File: src/rtl/wfq_pkg.sv
// Package for the windowed fault qualifier.
// Holds channel count, field widths, register index codes and reset values.
// No dependencies.
package wfq_pkg;

  localparam int CHANNELS = 4;

  localparam int CHAN_W   = 2;
  localparam int WIN_W    = 8;
  localparam int STOP_W   = 4;
  localparam int CFG_W    = 8;
  localparam int CFG_IDX_W = 1;

  typedef logic [CHAN_W-1:0] chan_t;
  typedef logic [WIN_W-1:0]  win_t;
  typedef logic [STOP_W-1:0] stop_t;

  typedef enum logic [CFG_IDX_W-1:0] {
    CFG_WINDOW_LENGTH = 1'b0,
    CFG_STOP_LIMIT    = 1'b1
  } cfg_idx_t;

  typedef enum logic {
    REQ_SAMPLE = 1'b0,
    REQ_CLEAR  = 1'b1
  } req_t;

  localparam win_t  WINDOW_LENGTH_RST = 8'd3;
  localparam stop_t STOP_LIMIT_RST    = 4'd3;
  localparam stop_t STOP_MAX          = 4'd15;

endpackage

File: src/rtl/windowed_fault_qualifier.sv
// An accepted item passes through the input register, then the result
// register. Throughput: one item per cycle while out_ready takes results;
// each item does a single read-modify-write of its channel's counters
// in the cycle it leaves the input register.
// Reset (rst_n low, synchronous) disarms all channels, clears all counters
// and the fault latch, empties both registers and restores the config.
// Top level of the windowed fault qualifier; depends on wfq_pkg.
module windowed_fault_qualifier (
  input  logic                         clk,
  input  logic                         rst_n,
  input  logic                         in_valid,
  output logic                         in_ready,
  input  logic                         in_req_type,
  input  wfq_pkg::chan_t               in_channel,
  input  logic                         in_sample_open,
  output logic                         out_valid,
  input  logic                         out_ready,
  output logic                         out_sample_used,
  output logic                         out_channel_armed,
  output wfq_pkg::stop_t               out_stop_count_now,
  output logic                         out_fault_latched,
  output wfq_pkg::chan_t               out_fault_source,
  input  logic                         cfg_wr_en,
  input  logic [wfq_pkg::CFG_IDX_W-1:0] cfg_index,
  input  logic [wfq_pkg::CFG_W-1:0]    cfg_wdata
);
  import wfq_pkg::*;

  // Configuration.
  win_t  window_length_r;
  stop_t stop_limit_r;

  // Input register.
  logic  s1_valid_r;
  logic  s1_req_r;
  chan_t s1_chan_r;
  logic  s1_open_r;

  // Channel state.
  logic  [CHANNELS-1:0] armed_r,        armed_nxt;
  win_t  window_count_r [CHANNELS],     window_count_nxt [CHANNELS];
  win_t  open_count_r   [CHANNELS],     open_count_nxt   [CHANNELS];
  stop_t stop_count_r   [CHANNELS],     stop_count_nxt   [CHANNELS];
  logic  fault_flag_r,    fault_flag_nxt;
  chan_t fault_channel_r, fault_channel_nxt;

  // Result register.
  logic  out_valid_r;
  logic  out_used_r, out_used_nxt;
  logic  out_armed_r, out_armed_nxt;
  stop_t out_stop_r, out_stop_nxt;

  logic  adv;
  logic  chan_ok;
  win_t  wc_inc;
  win_t  oc_inc;
  logic  win_end;
  logic  majority;

  assign adv      = s1_valid_r && (!out_valid_r || out_ready);
  assign in_ready = !s1_valid_r || adv;
  assign chan_ok  = int'(s1_chan_r) < CHANNELS;

  assign wc_inc   = window_count_r[s1_chan_r] + win_t'(1);
  assign oc_inc   = open_count_r[s1_chan_r] + win_t'(s1_open_r);
  assign win_end  = wc_inc >= window_length_r;
  assign majority = {oc_inc, 1'b0} > {1'b0, window_length_r};

  always_comb begin
    armed_nxt         = armed_r;
    window_count_nxt  = window_count_r;
    open_count_nxt    = open_count_r;
    stop_count_nxt    = stop_count_r;
    fault_flag_nxt    = fault_flag_r;
    fault_channel_nxt = fault_channel_r;
    out_used_nxt      = 1'b0;
    if (chan_ok) begin
      if (s1_req_r == REQ_CLEAR) begin
        armed_nxt[s1_chan_r]        = 1'b0;
        window_count_nxt[s1_chan_r] = '0;
        open_count_nxt[s1_chan_r]   = '0;
        stop_count_nxt[s1_chan_r]   = '0;
      end else if (fault_flag_r && fault_channel_r != s1_chan_r) begin
        // Another channel owns the latched fault; the sample is dropped.
      end else if (!s1_open_r && !armed_r[s1_chan_r]) begin
        // Closed sample on an idle channel.
      end else if (stop_count_r[s1_chan_r] >= stop_limit_r) begin
        fault_flag_nxt    = 1'b1;
        fault_channel_nxt = s1_chan_r;
      end else begin
        out_used_nxt = 1'b1;
        if (s1_open_r) begin
          armed_nxt[s1_chan_r] = 1'b1;
        end
        window_count_nxt[s1_chan_r] = wc_inc;
        open_count_nxt[s1_chan_r]   = oc_inc;
        if (win_end) begin
          if (majority) begin
            if (stop_count_r[s1_chan_r] < STOP_MAX) begin
              stop_count_nxt[s1_chan_r] = stop_count_r[s1_chan_r] + stop_t'(1);
            end
          end else begin
            stop_count_nxt[s1_chan_r] = '0;
            armed_nxt[s1_chan_r]      = 1'b0;
          end
          window_count_nxt[s1_chan_r] = '0;
          open_count_nxt[s1_chan_r]   = '0;
        end
      end
    end
    out_armed_nxt = chan_ok ? armed_nxt[s1_chan_r] : 1'b0;
    out_stop_nxt  = chan_ok ? stop_count_nxt[s1_chan_r] : '0;
  end

  always_ff @(posedge clk) begin
    if (!rst_n) begin
      window_length_r <= WINDOW_LENGTH_RST;
      stop_limit_r    <= STOP_LIMIT_RST;
    end else if (cfg_wr_en) begin
      case (cfg_idx_t'(cfg_index))
        CFG_WINDOW_LENGTH: window_length_r <= cfg_wdata[WIN_W-1:0];
        CFG_STOP_LIMIT:    stop_limit_r    <= cfg_wdata[STOP_W-1:0];
        default: ;
      endcase
    end
  end

  always_ff @(posedge clk) begin
    if (!rst_n) begin
      s1_valid_r <= 1'b0;
    end else if (in_ready) begin
      s1_valid_r <= in_valid;
    end
  end

  always_ff @(posedge clk) begin
    if (in_ready && in_valid) begin
      s1_req_r  <= in_req_type;
      s1_chan_r <= in_channel;
      s1_open_r <= in_sample_open;
    end
  end

  always_ff @(posedge clk) begin
    if (!rst_n) begin
      armed_r         <= '0;
      fault_flag_r    <= 1'b0;
      fault_channel_r <= '0;
      for (int i = 0; i < CHANNELS; i++) begin
        window_count_r[i] <= '0;
        open_count_r[i]   <= '0;
        stop_count_r[i]   <= '0;
      end
    end else if (adv) begin
      armed_r          <= armed_nxt;
      window_count_r   <= window_count_nxt;
      open_count_r     <= open_count_nxt;
      stop_count_r     <= stop_count_nxt;
      fault_flag_r     <= fault_flag_nxt;
      fault_channel_r  <= fault_channel_nxt;
    end
  end

  always_ff @(posedge clk) begin
    if (!rst_n) begin
      out_valid_r <= 1'b0;
    end else if (adv) begin
      out_valid_r <= 1'b1;
    end else if (out_ready) begin
      out_valid_r <= 1'b0;
    end
  end

  always_ff @(posedge clk) begin
    if (adv) begin
      out_used_r  <= out_used_nxt;
      out_armed_r <= out_armed_nxt;
      out_stop_r  <= out_stop_nxt;
    end
  end

  // The fault fields show the latch as it stands after the item in the
  // result register; nothing else changes the latch until the next item.
  assign out_valid          = out_valid_r;
  assign out_sample_used    = out_used_r;
  assign out_channel_armed  = out_armed_r;
  assign out_stop_count_now = out_stop_r;
  assign out_fault_latched  = fault_flag_r;
  assign out_fault_source   = fault_channel_r;

  // A disarmed channel always has a cleared stop count.
  logic disarm_stop_ok;
  always_comb begin
    disarm_stop_ok = 1'b1;
    for (int i = 0; i < CHANNELS; i++) begin
      if (!armed_r[i] && stop_count_r[i] != '0) begin
        disarm_stop_ok = 1'b0;
      end
    end
  end

  a_fault_sticky: assert property (@(posedge clk) disable iff (!rst_n)
    fault_flag_r |=> fault_flag_r)
    else $error("fault latch dropped without reset");

  a_fault_rise_on_item: assert property (@(posedge clk) disable iff (!rst_n)
    $rose(fault_flag_r) |-> $past(adv))
    else $error("fault latch set without a processed item");

  a_result_follows: assert property (@(posedge clk) disable iff (!rst_n)
    adv |=> out_valid_r)
    else $error("processed item left no result");

  a_disarm_stop: assert property (@(posedge clk) disable iff (!rst_n)
    disarm_stop_ok)
    else $error("disarmed channel holds a stop count");

endmodule

File: config.mk
export PLATFORM = sky130hd
export DESIGN_NAME = windowed_fault_qualifier
export DESIGN_NICKNAME = d
export VERILOG_FILES = /design/src/rtl/wfq_pkg.sv /design/src/rtl/windowed_fault_qualifier.sv
export SDC_FILE = /design/constraint.sdc
export NUM_CORES = 1
export LEC_CHECK = 0
export ABC_AREA = 1
export BUFFER_PORTS_ARGS = -buffer_cell sky130_fd_sc_hd__buf_2
export CORE_MARGIN = 10
export CORE_UTILIZATION = 35
export DETAILED_ROUTE_END_ITERATION = 10
export PLACE_DENSITY = 0.6
export SYNTH_ARGS = -nofsm -noshare
export SYNTH_HDL_FRONTEND = slang
export SYNTH_SLANG_ARGS = --single-unit
File: constraint.sdc
create_clock -name clk -period 3.3 [get_ports clk]
set_input_delay 0.825 -clock clk [delete_from_list [all_inputs] [get_ports clk]]
set_output_delay 0.825 -clock clk [all_outputs]
set_load 0.01 [all_outputs]
**Word-level counts from Yosys, hierarchy flattened**

Index checks and enable logic that the tools add are counted.
W data, S select, Z words.

- Bits in registers: 111
- Bits of input ports: 18
- Output and inout bits: 11
- Word-level logic and storage cells: 130

- $add $sub $neg: 3
- $lt $le $gt $ge: 8
- Equal/unequal tests: 4
- Multiplexer cells: 56
- Bitwise gates (word level): 16
- Reductions and logical operators: 18

Operators by type and width:

| cell | number |
|---|---|
| $mux W32 | 10 |
| $and A32 B32 Y32 | 4 |
| $mux W16 | 7 |
| $bwmux W32 | 2 |
| $mux W4 | 16 |
| $mux W8 | 5 |
| $bmux W8 S2 | 2 |
| $not A32 Y32 | 1 |
| $and A16 B16 Y16 | 1 |
| $bmux W4 S2 | 2 |
| $bwmux W16 | 1 |
| $demux W8 S2 | 1 |
| $not A16 Y16 | 1 |
| $gt A9 B8 Y1 | 1 |
| $add A8 B1 Y8 | 1 |
| $add A8 B1 Y8 const B | 1 |
| $and A4 B4 Y4 | 2 |
| $demux W4 S2 | 1 |
| $ge A8 B8 Y1 | 1 |
| $logic_and A1 B1 Y1 | 6 |
| $mux W1 | 6 |
| $ne A2 B2 Y1 const B | 3 |
| $reduce_and A5 Y1 | 1 |
| $add A4 B1 Y4 const B | 1 |
| 19 further kinds | 28 |

**Longest topological paths before layout**

- Word-level depth: 19
- Gate-level depth with buffers: 33

**Least setup slack after synthesis**

OpenSTA, ideal clock, no wires.

- Path type: register to register
- Start: register s1_chan_r[0]
- End: register out_stop_r[2], in the netlist out_stop_count_now[2] (data pin)
- Library setup time: 252 ps
- Arrival time: 3315 ps
- Path slack: -266 ps
- Cell stages (with the launch flop): 27
- Buffers on the path: 4
- Clock period less this slack: 3566 ps
- Cells stage by stage: edfxtp_1 buf_6 inv_6 buf_6 nor2_4 buf_6 a22o_1 nor3_2 inv_1 ha_1 nand3_1 nor2_1 nand4_1 nand2_1 ha_1 nand2_1 nor2_1 nand2_1 nand3_1 inv_1 nor2_8 buf_2 nand3_1 nand3_1 nand2_1 inv_1 nand2_1

- Longest elaborated chain between the ends: 16
- Elaborated cells on any way between the ends: 41
- Classes of those cells: 3 x add/sub; 6 x order compare; 1 x eq/ne; 24 x mux; 3 x bitwise; 4 x reduce/logical

Ends and longest elaborated chain:

| element | RTL line | source |
|---|---|---|
| start, declared | windowed_fault_qualifier.sv:36 | `chan_t s1_chan_r;` |
| start signal, assigned | windowed_fault_qualifier.sv:139 | `s1_chan_r <= in_channel;` |
| branches (longest 13 deep; another with $gt A9 B8 Y1) | n/a |  |
| $bmux W4 S2 * | windowed_fault_qualifier.sv:112 | `out_stop_nxt = chan_ok ? stop_count_nxt[s1_chan_r] : '0;` |
| $mux W4 (implied by the code) * (2 in series) | windowed_fault_qualifier.sv:112 |  |
| via out_stop_nxt[2] | windowed_fault_qualifier.sv:51 | `stop_t out_stop_r, out_stop_nxt;` |
| end signal, assigned | windowed_fault_qualifier.sv:178 | `out_stop_r <= out_stop_nxt;` |
| end, declared | windowed_fault_qualifier.sv:51 |  |

Mark *: on every way through the listed nets, which the timed path passes. The select of a mux whose other input is x is not followed.
A chain may end at the register's enable or synchronous reset.

==> metrics.md <==
| Metric | Value |
|---|---|
| Run status | complete, but fails checks |
| Failing checks | setup timing |
| Area of all placed cells without fillers | 9630 um2 |
| First-pass GRT wire length | 36100 um |
| HPWL after detailed placement | 15900 um |
| Overflow left after global routing | 0 |
| Static leakage | 3.99 nW |
| Max stage delay on crit path | 460 ps |
| RSZ-0062 raised after global routing | yes |
| Fillcell total | 1932 |
| DR DRC count | 0 |
| Flops & latches, synth | 111 |
| Row count | 51 |
| Avg Inst Size Synth | 6.48 um2 |
| Number of port buffers | 28 |
| First DRT Iteration DRCs | 596 |
| Cell type contributing the most total cell area after synthesis | sky130_fd_sc_hd__dfxtp_1 |
| Number of global-route vias before repair | 7040 |
| Global-route usage over all layers | 16.9% |
| Bufs and invs on worst path | 6 |
| Portion of the clock cycle consumed by the worst path in the final layout | 106% |
| Clock latency at the later pin of the worst-skew pair | 380 ps |
| Maximum number of pins on one net before global-route repair | 37 |
| Width of the chip | 162 um |
| Cell Count Post-Placement | 1432 |
| Placer congestion estimate | 0.878 |
| Total power after layout | 3.56 mW |
| Syn-to-layout area delta | 36.9% |
| Most instantiated flip-flop cell in the synthesis netlist | sky130_fd_sc_hd__dfxtp_1 |
| Cell count after synthesis | 1086 |
| DRT Wirelength | 23300 um |
| Post-DR wirelength/cell | 15.7 um |
| CP arrival | 3740 ps |
| Final net count | 1255 |
| Library cell contributing the largest single delay on the critical path | sky130_fd_sc_hd__edfxtp_1 |
| Number of levels the H-tree was split into | 3 |
| Endpoint class of the critical path | flop |
| Yosys warning total | 0 |
| Period minus WS final | 3490 ps |
| Layout cell share with drive strength beyond 1 | 32.6% |
| Dominant delay contributor by cell family on the critical path | compound AO/OA/AOI/OAI gates |
| Number of clock sinks seen by CTS | 111 |
| Maximum clock frequency | 286 MHz |
| Slew HR | 58.2% |
| Io pins | 29 |
| Min-Delay Path Class | reg -> reg |
| Syn nets | 1127 |
| Worst-path maximum fanout | 7 |
| Type of the worst setup path | reg -> reg |
| Vias/cell | 5.10 |
| Fraction of registers with async set/reset | 0% |
| TritonCTS buffer count | 9 |
| Max-slew violations | 0 |
| CTS tree | done |
| Synth cell types | 45 |
| Yosys top cell area share | 28.7% |
| Count of maximum capacitance violations | 0 |
| Post-synthesis instance area | 7030 um2 |
| Antenna cell count | 0 |
| EDFF count, synth | 10 |
| Total vias in the final route | 7567 |
| Post-placement cell area | 8080 um2 |
| Fraction of the yosys area taken by sequential cells | 33.0% |
| Slew at the pin with the worst max-slew slack | 626 ps |
| Height of the chip | 162 um |
| Cell repeated most along the worst path | sky130_fd_sc_hd__nor2_4 |
| Clock tree root driver cell | sky130_fd_sc_hd__clkbuf_16 |
| Clock Path Buffers | 2 |
| Power per cell area | 370 nW/um2 |
| Largest cells by area after synthesis | sky130_fd_sc_hd__dfxtp_1 29%, sky130_fd_sc_hd__nand2_1 19%, sky130_fd_sc_hd__a21oi_1 8.3%, sky130_fd_sc_hd__nand3_1 7.7%, sky130_fd_sc_hd__inv_1 5.6% |
| Number of routed nets with antenna violations | 0 |
| Setup-violating endpoint count in the final report | 47 |
| Antenna violations before repair | 0 |
| Worst Path Required | 3550 ps |
| Utilization after layout | 49.1% |
| Number of standard cells in the layout, taps in and fillers out | 1484 |
| Total iterations of the first detailed-routing run | 5 |
| Ordered cell list for the critical path | buf_6 -> nor2_4 -> a22o_1 -> nor3_4 -> buf_4 -> nor2_4 -> xor2_1 -> inv_2 -> ha_1 -> a21oi_1 -> o21ai_1 -> nand2_1 -> nand3_4 -> buf_4 -> nor2_4 -> inv_4 -> o21ai_4 -> clkinvlp_4 -> o21ai_1 -> a21oi_1 |
| Cts hold-fix bufs | 0 |
| Count of endpoints failing hold in the final timing report | 0 |
| Initial core utilization | 35.9% |
| Largest clock skew in the final design | 17.2 ps |
| Core region area | 19600 um2 |
| Max IR drop VDD | 0.000319 V |
| Die Footprint | 26200 um2 |
| Type of origin of the critical path | flop |
| Clock transition at the registers of the reported paths | 100 ps |
| Crit path setup slack, layout | -192 ps |
-- state kept, by name, summed over array words and instances, names as in the netlist, 4 cells and up, named ones only --
signal and cells:
stop_count_r 16, out_stop_count_now 4, window_count_r 32, open_count_r 24, window_length_r 8, stop_limit_r 4, armed_r 4
-- area by class of cell --
type | count | area (um2) | area share, %
Timing Repair inverter | 2 | 16.3 | 0.169
Clock buffer | 9 | 225 | 2.34
Clock inverter | 7 | 101 | 1.05
Inverter | 119 | 479 | 4.98
Tap cell | 265 | 332 | 3.44
Timing Repair Buffer | 165 | 1340 | 14.0
Multi-Input combinational cell | 806 | 4810 | 49.9
Sequential cell | 111 | 2320 | 24.1
-- worst paths after layout --
path              cells past startpoint                         endpoint                            start  slack [ps]
hold / removal                        2  window_count_r[31]$_SDFFE_PN0P_  window_count_r[31]$_SDFFE_PN0P_         470
setup reg to reg                     20                             flop           s1_chan_r[1]$_DFFE_PP_        -190
setup / recovery                     20                             flop           s1_chan_r[1]$_DFFE_PP_        -190
hold reg to reg                       2  window_count_r[31]$_SDFFE_PN0P_  window_count_r[31]$_SDFFE_PN0P_         470
-- worst min-delay path, stage by stage, from the launching register on --
cell and delay [ps]:
sky130_fd_sc_hd__dfxtp_1 320, sky130_fd_sc_hd__nand2_1 60, sky130_fd_sc_hd__a21oi_1 50
-- repair_timing --
action	in CTS	in global routing
setup endpoints to repair	54	89
gates cloned	1	3
gates resized for setup	60	158
pin swaps	35	37
buffers inserted	9	23
-- cells in the final DEF, fill, tap and decap left out, types with 4 or more instances in the layout --
master / synthesis / routed
sky130_fd_sc_hd__a21oi_2: 10 / 55
sky130_fd_sc_hd__o211ai_1: 7 / 7
sky130_fd_sc_hd__nor2_2: 8 / 9
sky130_fd_sc_hd__clkinv_8: 0 / 4
sky130_fd_sc_hd__nand2_1: 350 / 322
sky130_fd_sc_hd__nor2_1: 71 / 58
sky130_fd_sc_hd__a21oi_1: 117 / 65
sky130_fd_sc_hd__dfxtp_1: 101 / 101
sky130_fd_sc_hd__inv_2: 10 / 20
sky130_fd_sc_hd__o21ai_1: 8 / 10
sky130_fd_sc_hd__nand3_4: 1 / 14
sky130_fd_sc_hd__buf_12: 0 / 5
sky130_fd_sc_hd__nand3_1: 108 / 71
sky130_fd_sc_hd__buf_2: 11 / 28
sky130_fd_sc_hd__a21oi_4: 1 / 8
sky130_fd_sc_hd__inv_1: 105 / 93
sky130_fd_sc_hd__buf_4: 5 / 103
sky130_fd_sc_hd__edfxtp_1: 10 / 10
sky130_fd_sc_hd__nand4_1: 9 / 9
sky130_fd_sc_hd__nor2_4: 3 / 16
sky130_fd_sc_hd__nand2_4: 2 / 4
sky130_fd_sc_hd__ha_4: 0 / 7
sky130_fd_sc_hd__ha_1: 23 / 14
sky130_fd_sc_hd__nand2_2: 10 / 35
sky130_fd_sc_hd__nand3_2: 2 / 27
sky130_fd_sc_hd__buf_6: 11 / 28
sky130_fd_sc_hd__o21ai_0: 44 / 42
sky130_fd_sc_hd__clkbuf_16: 0 / 9
-- cells in the mapped netlist (all sizes together) (2+ instances only) --
library cell and n:
buf 28, xor2 4, nand3 111, o22ai 2, inv 119, a21oi 128
o21a 2, clkbuf 24, o21ai 53, nand2 362, o211ai 7, ha 23
or2 2, xnor2 3, a22oi 4, dfxtp 101, nor2 84, edfxtp 10
nand4 10, nor3 3
-- power breakdown --
part           total [mW]  leakage [nW]  internal [mW]  switching [mW]
registers            1.44         0.919           1.41          0.0320
logic               0.917          2.91          0.357           0.561
clock network        1.21         0.157          0.563           0.643
total                3.56          3.99           2.32            1.24
-- metal layers --
layer | wire [um] | global-route usage (%)
met5 | 0 | 0
met4 | 632 | 5.38
met3 | 1210 | 2.58
met2 | 11200 | 28.6
met1 | 10300 | 21.6
-- through the flow --
step / TNS, ps / setup slack, ps / hold WS, ps
floorplan: -271 / -62.0 / 435
global placement: -2950 / -181 / 453
detailed placement: -6510 / -259 / 454
CTS: -126 / -29.9 / 467
global route: -16780 / -381 / 491
finish: -4300 / -192 / 469
-- cells by family after synthesis --
| logic type | after synthesis | synth area share, % |
|---|---|---|
| AO/OA/AOI/OAI | 201 | 15.8 |
| XOR/XNOR | 7 | 0.872 |
| adder cells (fa/ha/maj) | 23 | 4.09 |
| buffers and inverters | 171 | 10.9 |
| flip-flops | 111 | 33.0 |
| AND/OR/NAND/NOR | 573 | 35.3 |
Note: power is estimated with default switching activity, not from simulation.
